$ cat src/hdl/online_softmax_cross_entropy_core_macros.svh
// Assertion macros shared by the online softmax cross-entropy RTL.
// Define ASSERT_OFF to compile every assertion away.
`ifndef ONLINE_SOFTMAX_CROSS_ENTROPY_CORE_MACROS_SVH
`define ONLINE_SOFTMAX_CROSS_ENTROPY_CORE_MACROS_SVH
`ifndef ASSERT_OFF
`define OSCE_ASSERT_IMP(label, clk, rst_n, ante, cons) \
    label: assert property (@(posedge clk) disable iff (!rst_n) (ante) |-> (cons)) \
        else $error("osce assertion failed");
`define OSCE_ASSERT_NEXT(label, clk, rst_n, ante, cons) \
    label: assert property (@(posedge clk) disable iff (!rst_n) (ante) |=> (cons)) \
        else $error("osce assertion failed");
`else
`define OSCE_ASSERT_IMP(label, clk, rst_n, ante, cons)
`define OSCE_ASSERT_NEXT(label, clk, rst_n, ante, cons)
`endif
`endif

$ cat src/hdl/osce_pkg.sv
// Package for the online softmax cross-entropy core: widths, item types,
// state encodings and the exponent table builder. No dependencies.
package osce_pkg;

    localparam int MAX_ROWS       = 1024;
    localparam int EXP_TABLE_BITS = 10;
    localparam int EXP_SHIFT      = 14 - EXP_TABLE_BITS;
    localparam int EXP_ENTRIES    = 1 << EXP_TABLE_BITS;
    localparam int LOGIT_W        = 16;
    localparam int EXP_W          = 17;
    localparam int SUM_W          = 32;
    localparam int TOTAL_W        = 40;
    localparam int LOSS_W         = 24;
    localparam int LN_W           = 20;
    localparam int ROWS_W         = $clog2(MAX_ROWS + 1);
    localparam int QUEUE_DEPTH    = 4;
    localparam int QPTR_W         = $clog2(QUEUE_DEPTH);

    localparam logic [SUM_W-1:0]  ONE_Q16  = SUM_W'(65536);
    localparam logic [SUM_W-1:0]  SUM_MAX  = '1;
    localparam logic [TOTAL_W-1:0] TOTAL_MAX = '1;
    localparam logic [LOSS_W-1:0] OUT_MAX  = '1;
    localparam logic [31:0]       LN2_Q32  = 32'd2977044472;

    typedef struct packed {
        logic signed [LOGIT_W-1:0] logit;
        logic                      is_target;
        logic                      last_in_row;
        logic                      last_row;
    } osce_in_t;

    typedef struct packed {
        logic [LOSS_W-1:0] row_loss;
        logic [LOSS_W-1:0] mean_loss;
        logic              is_final;
        logic              sum_saturated;
    } osce_out_t;

    typedef enum logic [3:0] {
        BK_IDLE, BK_LOOK, BK_MUL, BK_LN_GO, BK_LN_WAIT,
        BK_LOSS, BK_TOT, BK_DIV_GO, BK_DIV_WAIT, BK_OUT
    } back_state_t;

    typedef enum logic [2:0] {
        LN_IDLE, LN_NORM, LN_SQ, LN_MUL, LN_RND
    } ln_state_t;

    typedef logic [EXP_W-1:0] exp_rom_t [EXP_ENTRIES];

    // exp(-d) for d in Q4.10, Q1.16 result: Taylor series of exp(-d/64) in
    // Q2.30, squared six times.
    function automatic logic [EXP_W-1:0] exp_entry(input int unsigned d_q10);
        logic [63:0] y;
        logic [63:0] term;
        logic [63:0] v;
        y    = 64'(d_q10) << 14;
        term = 64'd1 << 30;
        v    = term;
        for (int n = 1; n <= 10; n++) begin
            term = ((term * y) >> 30) / 64'(n);
            if ((n & 1) != 0)
                v = v - term;
            else
                v = v + term;
        end
        for (int k = 0; k < 6; k++)
            v = (v * v + (64'd1 << 29)) >> 30;
        return EXP_W'((v + (64'd1 << 13)) >> 14);
    endfunction

    function automatic exp_rom_t build_exp_rom();
        exp_rom_t rom;
        for (int i = 0; i < EXP_ENTRIES; i++)
            rom[i] = exp_entry(int'(unsigned'(i)) << EXP_SHIFT);
        return rom;
    endfunction

endpackage

$ cat src/hdl/osce_queue.sv
// Front end: accepts logit items and holds them in a short queue for the
// back end. Depends on osce_pkg.
module osce_queue import osce_pkg::*;
(
    input  logic     clk,
    input  logic     rst_n,
    input  logic     logit_valid,
    output logic     logit_stall,
    input  osce_in_t logit_item,
    output logic     head_valid,
    output osce_in_t head_item,
    input  logic     pop
);

    osce_in_t            slot_reg [QUEUE_DEPTH];
    logic [QPTR_W-1:0]   wr_ptr_reg, rd_ptr_reg;
    logic [QPTR_W:0]     count_reg;
    logic                push, do_pop;

    assign logit_stall = (count_reg == (QPTR_W+1)'(QUEUE_DEPTH));
    assign push        = logit_valid && !logit_stall;
    assign head_valid  = (count_reg != '0);
    assign head_item   = slot_reg[rd_ptr_reg];
    assign do_pop      = pop && head_valid;

    always_ff @(posedge clk) begin
        if (push)
            slot_reg[wr_ptr_reg] <= logit_item;
    end

    always_ff @(posedge clk or negedge rst_n) begin
        if (!rst_n) begin
            wr_ptr_reg <= '0;
            rd_ptr_reg <= '0;
            count_reg  <= '0;
        end
        else begin
            if (push)
                wr_ptr_reg <= wr_ptr_reg + 1'b1;
            if (do_pop)
                rd_ptr_reg <= rd_ptr_reg + 1'b1;
            if (push && !do_pop)
                count_reg <= count_reg + 1'b1;
            else if (!push && do_pop)
                count_reg <= count_reg - 1'b1;
        end
    end

endmodule

$ cat config.mk
export PLATFORM = sky130hd
export DESIGN_NAME = osce_queue
export DESIGN_NICKNAME = d
export VERILOG_FILES = /design/src/hdl/online_softmax_cross_entropy_core_macros.svh /design/src/hdl/osce_pkg.sv /design/src/hdl/osce_queue.sv
export SDC_FILE = /design/constraint.sdc
export NUM_CORES = 1
export LEC_CHECK = 0
export BUFFER_PORTS_ARGS = -buffer_cell sky130_fd_sc_hd__buf_2
export CAP_MARGIN = 20
export CORE_MARGIN = 4
export CORE_UTILIZATION = 48
export DETAILED_ROUTE_END_ITERATION = 8
export PLACE_DENSITY = 0.69
export REMOVE_ABC_BUFFERS = 1
export SYNTH_ARGS = -nofsm -noshare
export SYNTH_HDL_FRONTEND = slang
export SYNTH_SLANG_ARGS = --single-unit
$ cat constraint.sdc
create_clock -name clk -period 3.4 [get_ports clk]
set_input_delay 0 -clock clk [delete_from_list [all_inputs] [get_ports clk]]
set_output_delay 0 -clock clk [all_outputs]
set_load 0.1 [all_outputs]
-- Yosys cells after proc, flatten, opt, wreduce, memory -nomap -nowiden
Memories as Yosys holds them, arrays and structs flattened.
Cells that the tools add are included.
- memories: 1
- output and inout bits: 21
- word-level logic and storage cells: 22
- register bits: 7
- RAM bits: 76
- multiplexer cells: 4
- add/sub/neg operators: 4
- equal/unequal tests: 1
- reduce and logical (&&, ||, !) cells: 9
- memory list (name ; words ; bits a word ; read ports ; clocked after Yosys merged registers in ; write ports ; line ; source):
    slot_reg ; 4 ; 19 ; 1 ; 0 ; 1 ; osce_queue.sv:15 ; osce_in_t slot_reg [QUEUE_DEPTH];
- operators by type and width (operator ; count):
    $mux 3 ; 2
    $add 2x1->2 const B ; 2
    $logic_and 1x1->1 ; 4
    $add 3x1->3 const B ; 1
    $eq 3x3->1 const B ; 1
    $logic_not 1->1 ; 3
    $reduce_bool 3->1 ; 1
    $sub 3x1->3 const B ; 1
    $mux 1 ; 2
    $reduce_bool 2->1 ; 1

-- Depth between registers and ports, before layout
- word-level depth: 7
- mapped depth: 9

-- Worst setup path after synthesis
Ideal clock, no wire load.
- path type: reg-to-reg
- start point: register count_reg[0]
- end point: register count_reg[1]
- cell stages (with the launch flop): 8
- data required time: 3.275 ns
- arrival time: 2.506 ns
- path slack: 0.770 ns
- path buffers: 1
- cells stage by stage: dfrtp_1 -> nor3b_4 -> nor2b_2 -> buf_6 -> ha_1 -> inv_1 -> fa_1 -> mux2_2
- cells in the longest elaborated chain, start to end: 6
- elaborated cells on any way between the ends: 14
- those cells by class: 2 x add/sub; 1 x eq/ne; 2 x mux; 9 x reduce/logical
- ends and longest elaborated chain (what ; line ; source):
    start, declared ; osce_queue.sv:17 ; logic [QPTR_W:0] count_reg;
    start signal, assigned ; osce_queue.sv:43 ; count_reg <= count_reg + 1'b1;
    start signal, assigned ; osce_queue.sv:45 ; count_reg <= count_reg - 1'b1;
    $eq 3x3->1 (*) ; osce_queue.sv:20 ; assign logit_stall = (count_reg == (QPTR_W+1)'(QUEUE_DEPTH));
    via logit_stall ; osce_queue.sv:8 ; output logic logit_stall,
    $logic_not 1->1 (*) ; osce_queue.sv:21 ; assign push = logit_valid && !logit_stall;
    $logic_and 1x1->1 (*) ; osce_queue.sv:21 ;
    via push ; osce_queue.sv:18 ; logic push, do_pop;
    $logic_not 1->1 ; osce_queue.sv:44 ; else if (!push && do_pop)
    $logic_and 1x1->1 ; osce_queue.sv:44 ;
    $reduce_bool 2->1 (no line) ; - ;
The timed path passes the listed nets; every way through them passes the cells marked *. The select of a mux whose other input is x is not followed.
A chain may end at the register's enable or synchronous reset.

-- Worst setup path after layout
- start point: register count_reg[0]
- end point: register count_reg[2]
- cells in the longest elaborated chain, start to end: 6
- elaborated cells on any way between the ends: 14
- those cells by class: 2 x add/sub; 1 x eq/ne; 2 x mux; 9 x reduce/logical
- ends and longest elaborated chain (what):
    branches (longest 6 deep; another with $sub 3x1->3)
Several ways; the timed one is not identified. The select of a mux whose other input is x is not followed.

==> results.md <==
* Status: finished clean
* Final core utilization at roughly three fifths
* CP dominant cell by count: xor2_1
* R2R Path Start: count_reg[0]$_DFFE_PN0P_
* Cells along the critical path: or3_4 -> nand2_1 -> ha_1 -> inv_1 -> fa_1 -> xor2_1 -> nor2_1 -> xor2_1
* Io pins at 44
* Die Area at between 7000 and 8000 um2
* Crit start category: flip-flop
* Worst-path maximum fanout at 4
* RSZ-0062 raised after global routing: false
* Post-synthesis cell area at between 3000 and 4000 um2
* Die W at between 80 and 90 um
* Die Span Y at 89.3 um
* Period minus WS final at ~2.2 ns
* Post-CTS setup buffers at 0
* CP max-delay cell: dfrtp_1
* Vias in the first global route at between 1500 and 2000
* Post-route setup slack at 1.22 ns
* GPL Wtd Cong at 0.711
* R2R cell count at 8
* Fmax at ~460 MHz
* Min-Delay Path Class: in -> async
* Post-Place Setup Slack at 1.25 ns
* Layout net count at around 230
* Mean Syn Cell Area at about 24 um2
* WP buf/inv at 1
* Crit Path Category: reg -> reg
* Layout area overhead at 22.1%
* Final Hold Fails at 0
* DR iter-0 viols at 88
* Yosys top cell by area: edfxtp_1
* Fin Setup TNS at 0 ns
* GR Util All Layers at approximately 14%
* WL final at 5.04 mm
* # rows at 29
* Vias/cell at 5.19
* WL per Instance at 17.6 um
* Clk buf depth at 2
* Port-buffer cells at 43
* Slew Limit Fails at 0
* TritonCTS clock tree: yes
* Setup-failing EPs final at 0
* Max Cap Viol at 0
* Yosys top cell area share at a little under three quarters
* Synth unique cells at 21
* Clk_lat worst skew at ~0.33 ns
* Worst Path Arrival at around 2.4 ns
* Req. time, crit path at ~3.7 ns
* Hpwl dp at roughly 3.2 mm
* Worst reg2reg endpoint: count_reg[2]$_DFFE_PN0P_
* H-tree Lvls at 3
* Initial antenna violation count at 0
* Grt ovf at 0
* CTS buffer count at 9
* Max FFs per register at 76
* Root Buffer: clkbuf_8
* Via count at around 1500
* Warning count from the yosys run at 0
* Dominant cells by area after synthesis: edfxtp_1 (72%), mux4_2 (13%), dfrtp_1 (5.5%), ha_1 (2.0%), xnor2_1 (1.1%)
* First-pass GRT wire length at 7.81 mm
* Syn Inst Count at about 130
* Worst Clk Skew at around 0.0054 ns
* CP Capture Type: flip-flop
* Relative slew slack at a little under two fifths
* Period utilization at 64.0%
* Reg clk slew, reported paths at 0.07 ns
* Cts repair resizes at 0
* Share of cells above drive strength 1 at between 40% and 50%
* Seq cells post-synth at 83
* Starting Density at between 40 and 50%
* R2R Setup Slk at 1.22 ns
* Pin count of the biggest net entering global routing at 21
* DRT Pass-1 Iters at 4
* CORE AREA at 6390 um2
* DRC at 0
* Slew @ Worst Pin at ~0.94 ns
* Placed cells at 250
* CP delay by family, top: simple AND/OR/NAND/NOR gates
* Final ANT Viol Nets at 0
* CTS Sinks at 83
* Diodes inserted at 0
* Max incr delay on CP at about 0.47 ns
* Sequential fraction of the synthesis area at about 77%
* Non-Filler Instances at between 200 and 300
* Hold_buf cts at 21
[logic make-up after synthesis]
family | Yosys count | share of synthesized area [%]
xor+xnor | 6 | 1.66
fa+ha+maj | 6 | 2.60
buf+inv | 8 | 1.46
flops | 83 | 77.4
mux | 21 | 14.3
simple gates | 10 | 2.56
[worst max-delay path by stage]
| stage | startpoint | to | slack [ns] | cells past startpoint |
|---|---|---|---|---|
| after floorplan | count_reg[0]$_DFFE_PN0P_ | count_reg[1]$_DFFE_PN0P_ | 0.76 | 6 |
| after global placement | count_reg[0]$_DFFE_PN0P_ | count_reg[2]$_DFFE_PN0P_ | 1.37 | 8 |
| after detailed placement | count_reg[0]$_DFFE_PN0P_ | count_reg[2]$_DFFE_PN0P_ | 1.25 | 8 |
| after CTS | count_reg[0]$_DFFE_PN0P_ | count_reg[2]$_DFFE_PN0P_ | 1.21 | 8 |
| after global routing | count_reg[0]$_DFFE_PN0P_ | count_reg[2]$_DFFE_PN0P_ | 1.15 | 8 |
| final | count_reg[0]$_DFFE_PN0P_ | count_reg[2]$_DFFE_PN0P_ | 1.22 | 8 |
[cells in the mapped netlist (all sizes together)]
cell / n
xnor2: 4
buf: 4
nor2: 1
clkbuf: 1
and2: 4
nand3: 1
fa: 1
mux2: 2
or3: 1
inv: 3
nor2b: 1
mux4: 19
xor2: 2
nor3b: 1
edfxtp: 76
dfrtp: 7
nand2: 1
ha: 5
[worst reg2reg max path: stages, from the launching register on]
cell	delay (ns)
dfrtp_1	0.47
or3_4	0.43
nand2_1	0.13
ha_1	0.21
inv_1	0.06
fa_1	0.37
xor2_1	0.15
nor2_1	0.13
xor2_1	0.15
[metrics by stage]
stage | hold slack, ns | instance area (um2)
2_1_floorplan | -0.296 | 3140
3_3_place_gp | -0.164 | 3460
5_1_grt | 0.0351 | 3880
3_5_place_dp | -0.155 | 3460
6_report | 0.0283 | 3880
4_1_cts | 0.00826 | 3880
[layout by cell type, fill, tap and decap left out]
master,synthesis,routed
bufinv_16,0,1
mux2_2,1,1
buf_4,2,1
dlygate4sd3_1,0,21
xor2_1,2,2
ha_1,5,5
nor2_1,1,1
buf_2,1,43
clkbuf_1,1,2
dfrtp_1,7,7
nand2_1,1,1
mux2_4,1,1
xnor2_1,4,4
nand3_1,1,1
nor2b_2,1,1
or3_4,1,1
edfxtp_1,76,76
clkbuf_8,0,12
clkinv_2,0,1
mux4_2,19,19
inv_1,3,3
and2_2,4,4
nor3b_4,1,1
fa_1,1,1
[layout make-up]
cell class              instances  area (um2)
clock buffers                  14         173
clock inverters                 2        35.0
fillers                       465        2510
inverters                       3        11.3
multi-input cells              43         671
flip-flops and latches         83        2460
well taps                      77        96.3
repair buffers                 65         433
[layer usage]
layer | vias up | routed length, um | global-route usage, % | share of wire, %
met2 | 35 | 2710 | 24.0 | 54
met3 | 5 | 238 | 3.41 | 4.7
met4 | 0 | 63 | 8.12 | 1.2
li1 | 681 | - | - | -
met5 | - | 0 | 0 | 0
met1 | 769 | 2030 | 16.2 | 40
Power is left out: the tool's default activity adds up to more than one toggle a clock period on the data nets, which glitch-free logic cannot reach.
